==> config.mk <==
export PLATFORM = sky130hd
export DESIGN_NAME = rgb_to_hsv_converter
export DESIGN_NICKNAME = d
export VERILOG_FILES = /design/src/rtl/core/rhc_pkg.sv /design/src/rtl/core/rgb_to_hsv_converter.sv
export SDC_FILE = /design/constraint.sdc
export NUM_CORES = 1
export LEC_CHECK = 0
export ABC_AREA = 1
export BUFFER_PORTS_ARGS = -buffer_cell sky130_fd_sc_hd__buf_2
export CAP_MARGIN = 10
export CORE_MARGIN = 1.5
export CORE_UTILIZATION = 40
export CTS_BUF_LIST = sky130_fd_sc_hd__clkbuf_8
export DETAILED_ROUTE_END_ITERATION = 16
export GPL_ROUTABILITY_DRIVEN = 0
export GPL_TIMING_DRIVEN = 0
export HOLD_SLACK_MARGIN = 0.03
export PLACE_DENSITY = 0.55
export SLEW_MARGIN = 15
export SYNTH_ARGS = -nofsm -noshare
export SYNTH_HDL_FRONTEND = slang
export SYNTH_SLANG_ARGS = --single-unit
==> constraint.sdc <==
create_clock -name clock -period 27.9 [get_ports clock]
set_input_delay 4.185 -clock clock [delete_from_list [all_inputs] [get_ports clock]]
set_output_delay 4.185 -clock clock [all_outputs]
set_load 0.02 [all_outputs]
==> src/rtl/core/rhc_pkg.sv <==
package rhc_pkg;

   // Default component width
   localparam int unsigned COMPONENT_BITS_DEFAULT = 8;

   // Hue encoding: 256 units per 60 degrees, full turn 1536
   localparam int unsigned HUE_BITS   = 11;
   localparam int unsigned HUE_Q_BITS = 9;   // offset quotient 0..256
   localparam int unsigned HUE_FRAC   = 8;   // log2 of units per sector
   localparam logic [HUE_BITS-1:0] HUE_TURN       = 11'd1536;
   localparam logic [HUE_BITS-1:0] HUE_BASE_RED   = 11'd0;
   localparam logic [HUE_BITS-1:0] HUE_BASE_GREEN = 11'd512;
   localparam logic [HUE_BITS-1:0] HUE_BASE_BLUE  = 11'd1024;

   // Which component holds the maximum
   typedef enum logic [1:0] {
      SECTOR_RED,
      SECTOR_GREEN,
      SECTOR_BLUE
   } sector_type;

   function automatic logic [HUE_BITS-1:0] hue_base(input sector_type sector);
      logic [HUE_BITS-1:0] base;
      case (sector)
         SECTOR_RED: begin
            base = HUE_BASE_RED;
         end
         SECTOR_GREEN: begin
            base = HUE_BASE_GREEN;
         end
         SECTOR_BLUE: begin
            base = HUE_BASE_BLUE;
         end
         default: begin
            base = HUE_BASE_RED;
         end
      endcase
      return base;
   endfunction

endpackage

==> src/rtl/core/rgb_to_hsv_converter.sv <==
// RGB to HSV pixel converter.
// Input stream req_*: one pixel per item, red, green and blue of COMPONENT_BITS each.
// Result stream rsp_*: one item per pixel, hue (11 bits, 256 units per 60 degrees,
// 0..1535), saturation floor(max_code*(max-min)/max) and brightness (the largest
// component). Grey and black pixels give hue 0; black gives saturation 0.
// Throughput: one pixel per clock, sustained, for as long as the receiver takes
// results. The pipeline holds input, compare and set-up stages, then the stages
// of the two restoring dividers (saturation and hue offset), which run side by
// side and retire one quotient bit each per pipeline stage until each is done.
// The pipeline moves as a whole and feeds a two-entry result buffer, so it keeps
// taking items while one finished result waits; it stops only when both entries
// are full and rsp_tready is low. Nothing is lost or repeated under stall.
// Reset (synchronous, active high) empties the pipeline and the result buffer.
module rgb_to_hsv_converter #(
   parameter int unsigned COMPONENT_BITS = rhc_pkg::COMPONENT_BITS_DEFAULT
) (
   input  logic                                        clock,
   input  logic                                        reset,
   input  logic                                        req_tvalid,
   output logic                                        req_tready,
   // red, green, blue from bit 0 up, zero padded to bytes
   input  logic [((3*COMPONENT_BITS+7)/8)*8-1:0]       req_tdata,
   output logic                                        rsp_tvalid,
   input  logic                                        rsp_tready,
   // hue (11), saturation, brightness from bit 0 up, zero padded to bytes
   output logic [((rhc_pkg::HUE_BITS+2*COMPONENT_BITS+7)/8)*8-1:0] rsp_tdata
);

   import rhc_pkg::*;

   localparam int unsigned N         = COMPONENT_BITS;
   localparam int unsigned OUT_W     = ((HUE_BITS + 2*COMPONENT_BITS + 7) / 8) * 8;
   localparam int unsigned PAYLOAD_W = HUE_BITS + 2*COMPONENT_BITS;
   localparam int unsigned DIV_STEPS = (COMPONENT_BITS > HUE_Q_BITS) ? COMPONENT_BITS
                                                                     : HUE_Q_BITS;
   localparam int unsigned LAST      = DIV_STEPS + 2;

   typedef struct packed {
      logic [N-1:0] red;
      logic [N-1:0] green;
      logic [N-1:0] blue;
   } pix_type;

   typedef struct packed {
      logic [N-1:0] max;
      logic [N-1:0] min;
      logic [N-1:0] pos;
      logic [N-1:0] neg;
      sector_type   sector;
   } cmp_type;

   typedef struct packed {
      logic [N-1:0]            max;
      logic [N-1:0]            delta;
      logic                    delta_zero;
      logic                    negative;
      sector_type              sector;
      logic [N-1:0]            sat_rem;
      logic [N-1:0]            sat_low;
      logic [N-1:0]            sat_quo;
      logic [N-1:0]            hue_rem;
      logic [HUE_Q_BITS-1:0]   hue_low;
      logic [HUE_Q_BITS-1:0]   hue_quo;
   } div_type;

   // Pipeline control
   logic            advance;
   logic [LAST:0]   vld_ff;
   logic [LAST:0]   vld_in;

   // Stage payloads
   pix_type         pix_ff;
   pix_type         pix_in;
   cmp_type         cmp_ff;
   cmp_type         cmp_in;
   div_type         div_ff [0:DIV_STEPS];
   div_type         div_in;

   // Result buffer
   logic [PAYLOAD_W-1:0] ent0_ff;
   logic [PAYLOAD_W-1:0] ent1_ff;
   logic [1:0]           cnt_ff;
   logic                 push;
   logic                 pop;
   logic [PAYLOAD_W-1:0] result;

   logic [N-1:0]          delta;
   logic [N-1:0]          mag;
   logic                  negative;
   logic [2*N-1:0]        sat_dividend;
   logic [HUE_BITS-1:0]   hue_val;
   logic [HUE_BITS-1:0]   hue_base_val;
   logic [HUE_BITS-1:0]   hue_off;
   logic [N-1:0]          sat_val;

   // Whole pipeline steps unless the result buffer is full and not draining
   assign pop        = rsp_tvalid && rsp_tready;
   assign advance    = (cnt_ff != 2'd2) || rsp_tready;
   assign req_tready = advance;
   assign push       = advance && vld_ff[LAST];

   assign vld_in = {vld_ff[LAST-1:0], req_tvalid};

   always_ff @(posedge clock) begin
      if (reset) begin
         vld_ff <= '0;
      end else if (advance) begin
         vld_ff <= vld_in;
      end
   end

   // Stage 0: input register
   assign pix_in.red   = req_tdata[N-1:0];
   assign pix_in.green = req_tdata[2*N-1:N];
   assign pix_in.blue  = req_tdata[3*N-1:2*N];

   always_ff @(posedge clock) begin
      if (advance) begin
         pix_ff <= pix_in;
      end
   end

   // Stage 1: max, min and sector (red wins ties, then green)
   always_comb begin
      cmp_in.max = pix_ff.red;
      cmp_in.min = pix_ff.red;
      if (pix_ff.blue > cmp_in.max) begin
         cmp_in.max = pix_ff.blue;
      end
      if (pix_ff.green > cmp_in.max) begin
         cmp_in.max = pix_ff.green;
      end
      if (pix_ff.blue < cmp_in.min) begin
         cmp_in.min = pix_ff.blue;
      end
      if (pix_ff.green < cmp_in.min) begin
         cmp_in.min = pix_ff.green;
      end
      if (pix_ff.red == cmp_in.max) begin
         cmp_in.sector = SECTOR_RED;
         cmp_in.pos    = pix_ff.green;
         cmp_in.neg    = pix_ff.blue;
      end else if (pix_ff.green == cmp_in.max) begin
         cmp_in.sector = SECTOR_GREEN;
         cmp_in.pos    = pix_ff.blue;
         cmp_in.neg    = pix_ff.red;
      end else begin
         cmp_in.sector = SECTOR_BLUE;
         cmp_in.pos    = pix_ff.red;
         cmp_in.neg    = pix_ff.green;
      end
   end

   always_ff @(posedge clock) begin
      if (advance) begin
         cmp_ff <= cmp_in;
      end
   end

   // Stage 2: chroma, offset magnitude and divider set-up.
   // Saturation divides max_code*delta by max; hue divides mag*256 by delta.
   // Both quotients fit their widths, so the upper dividend bits seed the remainder.
   assign delta        = cmp_ff.max - cmp_ff.min;
   assign negative     = cmp_ff.pos < cmp_ff.neg;
   assign mag          = negative ? (cmp_ff.neg - cmp_ff.pos) : (cmp_ff.pos - cmp_ff.neg);
   assign sat_dividend = {delta, {N{1'b0}}} - {{N{1'b0}}, delta};

   always_comb begin
      div_in.max        = cmp_ff.max;
      div_in.delta      = delta;
      div_in.delta_zero = (delta == '0);
      div_in.negative   = negative;
      div_in.sector     = cmp_ff.sector;
      div_in.sat_rem    = sat_dividend[2*N-1:N];
      div_in.sat_low    = sat_dividend[N-1:0];
      div_in.sat_quo    = '0;
      div_in.hue_rem    = mag >> 1;
      div_in.hue_low    = {mag[0], {HUE_FRAC{1'b0}}};
      div_in.hue_quo    = '0;
   end

   always_ff @(posedge clock) begin
      if (advance) begin
         div_ff[0] <= div_in;
      end
   end

   // Divider stages: one quotient bit of each divider per stage, while it still has bits to retire
   for (genvar j = 0; j < DIV_STEPS; j++) begin : g_div
      logic [N:0] sat_trial;
      logic [N:0] hue_trial;
      div_type    nxt;

      always_comb begin
         nxt       = div_ff[j];
         sat_trial = {div_ff[j].sat_rem, div_ff[j].sat_low[N-1]};
         hue_trial = {div_ff[j].hue_rem, div_ff[j].hue_low[HUE_Q_BITS-1]};
         if (j < N) begin
            nxt.sat_low = div_ff[j].sat_low << 1;
            if (sat_trial >= {1'b0, div_ff[j].max}) begin
               nxt.sat_rem = N'(sat_trial - {1'b0, div_ff[j].max});
               nxt.sat_quo = {div_ff[j].sat_quo[N-2:0], 1'b1};
            end else begin
               nxt.sat_rem = sat_trial[N-1:0];
               nxt.sat_quo = {div_ff[j].sat_quo[N-2:0], 1'b0};
            end
         end
         if (j < HUE_Q_BITS) begin
            nxt.hue_low = div_ff[j].hue_low << 1;
            if (hue_trial >= {1'b0, div_ff[j].delta}) begin
               nxt.hue_rem = N'(hue_trial - {1'b0, div_ff[j].delta});
               nxt.hue_quo = {div_ff[j].hue_quo[HUE_Q_BITS-2:0], 1'b1};
            end else begin
               nxt.hue_rem = hue_trial[N-1:0];
               nxt.hue_quo = {div_ff[j].hue_quo[HUE_Q_BITS-2:0], 1'b0};
            end
         end
      end

      always_ff @(posedge clock) begin
         if (advance) begin
            div_ff[j+1] <= nxt;
         end
      end
   end

   // Final assembly: sector base plus signed offset, red wraps below zero
   assign hue_base_val = hue_base(div_ff[DIV_STEPS].sector);
   assign hue_off      = HUE_BITS'(div_ff[DIV_STEPS].hue_quo);

   always_comb begin
      if (div_ff[DIV_STEPS].delta_zero) begin
         hue_val = '0;
         sat_val = '0;
      end else begin
         sat_val = div_ff[DIV_STEPS].sat_quo;
         if (!div_ff[DIV_STEPS].negative) begin
            hue_val = hue_base_val + hue_off;
         end else if (hue_off > hue_base_val) begin
            hue_val = hue_base_val + HUE_TURN - hue_off;
         end else begin
            hue_val = hue_base_val - hue_off;
         end
      end
   end

   assign result = {div_ff[DIV_STEPS].max, sat_val, hue_val};

   // Two-entry result buffer, entry 0 is the head
   always_ff @(posedge clock) begin
      if (reset) begin
         cnt_ff <= '0;
      end else begin
         case ({push, pop})
            2'b10: begin
               cnt_ff <= cnt_ff + 2'd1;
            end
            2'b01: begin
               cnt_ff <= cnt_ff - 2'd1;
            end
            default: begin
               cnt_ff <= cnt_ff;
            end
         endcase
      end
   end

   always_ff @(posedge clock) begin
      case ({push, pop})
         2'b10: begin
            if (cnt_ff == 2'd0) begin
               ent0_ff <= result;
            end else begin
               ent1_ff <= result;
            end
         end
         2'b01: begin
            ent0_ff <= ent1_ff;
         end
         2'b11: begin
            if (cnt_ff == 2'd1) begin
               ent0_ff <= result;
            end else begin
               ent0_ff <= ent1_ff;
               ent1_ff <= result;
            end
         end
         default: begin
            ent0_ff <= ent0_ff;
         end
      endcase
   end

   assign rsp_tvalid = (cnt_ff != 2'd0);
   assign rsp_tdata  = OUT_W'(ent0_ff);

endmodule

==> summary.md <==
| Metric | Value |
|---|---|
| Area growth from synthesis to layout | 12.6% |
| Worst Setup Start Kind | primary input |
| Clock skew | 0.0460 ns |
| Ys async rst share | 0 |
| Synthesized cell area | 27500 um^2 |
| CP top delay family | buffers and inverters |
| Clock Path Buffers | 3 |
| Resized Gates After CTS | 0 |
| Fill cells | 6083 |
| Cell taking the most area after synthesis | edfxtp_1 |
| Cell row count | 95 |
| Worst hold margin | 0.393 ns |
| Postcts setup bufs | 0 |
| Fraction of the yosys area taken by sequential cells | 0.618 |
| Peak Freq | 101 MHz |
| WL/cell | 13.0 um |
| Commonest cells in the synthesized netlist | edfxtp_1, inv_1, nand2_1 |
| Core Region | 67600 um^2 |
| # hold bufs at CTS | 0 |
| Initial antenna violation count | 1 |
| Worst slew pin tran | 0.732 ns |
| Ys Warns | 0 |
| # setup viols final | 0 |
| Count leader, synth | edfxtp_1 |
| Final wirelength | 46000 um |
| CP Capture Type | primary output |
| Initial DRC Count | 757 |
| Critical Path RT | 23.72 ns |
| Min-delay worst type | flop to flop |
| Top cell type's share of synthesized area | 0.608 |
| Final period utilization | 0.356 |
| Post-layout min period | 9.94 ns |
| Number of global-route vias before repair | 17200 |
| IO Count | 62 |
| Die Wd | 265 um |
| Synth area leaders | edfxtp_1, ha_1, inv_1, nand2_1, o21ai_0 |
| Worst EP arrival | 5.75 ns |
| CP Cell Sequence | buf_2, inv_1, nand2_1, clkbuf_4, buf_16, buf_12, buf_16, buf_2 |
| # port buffers | 56 |
| First-pass DRT Iterations | 6 |
| Max-slew violations | 0 |
| Yosys cell types | 50 |
| Via count | 16800 |
| Mapped Avg Cell Area | 11.4 um^2 |
| Setup WS pre-CTS | 17.93 ns |
| Post-Syn Instances | 2406 |
| Die Footprint | 70400 um^2 |
| Antenna Nets Post-Route | 0 |
| Die Height | 265 um |
| Post-DP HPWL | 33200 um |
| GRT Total Usage | 0.135 |
| Maxcap violations | 0 |
| Number of synthesized flops with an enable pin | 557 |
| Layout cells sized above 1 | 0.0986 |
| Ys flop type | edfxtp_1 |
| CTS Buf Count | 98 |
| Crit path setup slack, layout | 17.96 ns |
| Root buf cell | clkbuf_8 |
| CP max stage cell | buf_16 |
| Residual DRC | 0 |
| Max_slew headroom | 0.510 |
| Seq cells post-synth | 571 |
| H-tree Lvls | 3 |
| Hold Fails Final Rpt | 0 |
| Maximum fanout along the worst path | 56 |
| Via density per instance | 4.76 |
| Starting density of the core | 0.407 |
| Final nets | 2816 |
| Reg clk slew, reported paths | 0.05 ns |
| CTS sink cnt | 571 |
| Buffer and inverter count on the worst path | 7 |
| RSZ-0062 raised after global routing | no |
| First-pass GRT wire length | 78100 um |
| Status | complete, no violations |
| Grt ovf | 0 |
| Clk Latency, worst-skew pair | 0.67 ns |
| CP Class | primary input to primary output |
| Post-Route Utilization | 0.458 |
| CTS tree | yes |
| Critical Path Max Stage Delay | 0.29 ns |
| Largest net degree at the start of global routing | 57 |
-- metal layers --
| metal | GRT usage | wire length, um | up-vias |
|---|---|---|---|
| met2 | 0.246 | 23500 | 384 |
| li1 | - | - | 8578 |
| met1 | 0.143 | 18400 | 7708 |
| met3 | 0.0313 | 2070 | 145 |
| met4 | 0.0724 | 2070 | 0 |
| met5 | 0 | 0 | - |
-- registers in the layout, summed over array words and instances (netlist names) --
signal,flops
pix_ff,24
vld_ff,12
div_ff,445
cnt_ff,2
cmp_ff,34
ent0_ff,27
ent1_ff,27
-- per-stage QoR --
stage	setup TNS (ns)	instance area, um^2	std cells
6_report	0	31000	3530
3_3_place_gp	-1.66	28900	3339
3_5_place_dp	0	29200	3352
2_1_floorplan	0	27500	2410
4_1_cts	0	31000	3529
5_1_grt	0	31000	3530
-- area by class of cell --
type	count	area [um^2]	area share
inverter	396	1490	0.0480
clock inverter	78	394	0.0127
multi-input combinational	1400	8790	0.284
timing repair buffer	69	588	0.0190
buffer	43	259	0.00836
sequential	571	17000	0.549
antenna	1	2.50	0.0000808
tap	873	1090	0.0353
clock buffer	99	1360	0.0440
-- cells by family (layout without fill, tap and decap cells) --
family	count (synthesis)	count (layout)	synth area share
XOR/XNOR	101	101	0.0322
other	1	6	0.000136
multiplexers	2	2	0.000728
flip-flops	571	571	0.618
buffers and inverters	439	685	0.0633
AND/OR/NAND/NOR	692	692	0.106
adder cells (fa/ha/maj)	209	209	0.100
AO/OA/AOI/OAI	391	391	0.0792
-- cell usage in the layout (no fill, tap or decap), drive strengths merged, types with 2 or more instances in the layout --
| cell | synthesis | layout |
|---|---|---|
| xnor2 | 25 | 25 |
| xor2 | 76 | 76 |
| o211ai | 6 | 6 |
| fa | 18 | 18 |
| nor3 | 14 | 14 |
| or2 | 10 | 10 |
| a31oi | 7 | 7 |
| nor4 | 5 | 5 |
| a221oi | 3 | 3 |
| o21a | 3 | 3 |
| a211oi | 11 | 11 |
| nand2 | 383 | 383 |
| edfxtp | 557 | 557 |
| o31ai | 2 | 2 |
| o21ai | 162 | 162 |
| ha | 191 | 191 |
| nand4 | 22 | 22 |
| a21oi | 152 | 152 |
| a21o | 13 | 13 |
| clkbuf | 20 | 119 |
| inv | 395 | 427 |
| buf | 23 | 92 |
| conb | 1 | 5 |
| nand3 | 66 | 66 |
| o22ai | 9 | 9 |
| mux2i | 2 | 2 |
| a211o | 2 | 2 |
| o21bai | 11 | 11 |
| dfxtp | 14 | 14 |
| nor2 | 189 | 189 |
| clkinvlp | 0 | 2 |
| o41ai | 2 | 2 |
| clkinv | 1 | 44 |
| o32ai | 8 | 8 |
-- worst paths after layout --
| kind | startpoint | endpoint | slack, ns | cells after the start |
|---|---|---|---|---|
| worst min register to register | div_ff[8][52] | div_ff[9][52] | 0.39 | 0 |
| worst max-delay path | rsp_tready | req_tready | 17.96 | 8 |
| worst max register to register | pix_ff[21] | cmp_ff[10] | 23.52 | 26 |
| worst min-delay path | div_ff[8][52] | div_ff[9][52] | 0.39 | 0 |
-- worst reg2reg max path, cell delays in order (launching register included) --
cell	delay, ns
edfxtp_1	0.51
inv_1	0.16
ha_1	0.32
nand2_1	0.08
nor2_4	0.14
nand4_4	0.20
nand2_4	0.21
nand2_1	0.09
nand2_1	0.11
inv_1	0.06
ha_1	0.27
nand2_1	0.07
nor2_1	0.15
nand4_1	0.12
nand2_2	0.16
buf_6	0.17
buf_6	0.18
nand2_1	0.10
o21ai_2	0.08
nand2_1	0.06
nand2_1	0.07
nand3_2	0.08
nor2_4	0.26
nand2_4	0.14
buf_6	0.16
nand2_1	0.06
nand2_1	0.08
Power is not shown: default switching activity piles up to over one toggle a cycle in this logic, so the estimate is an artifact.
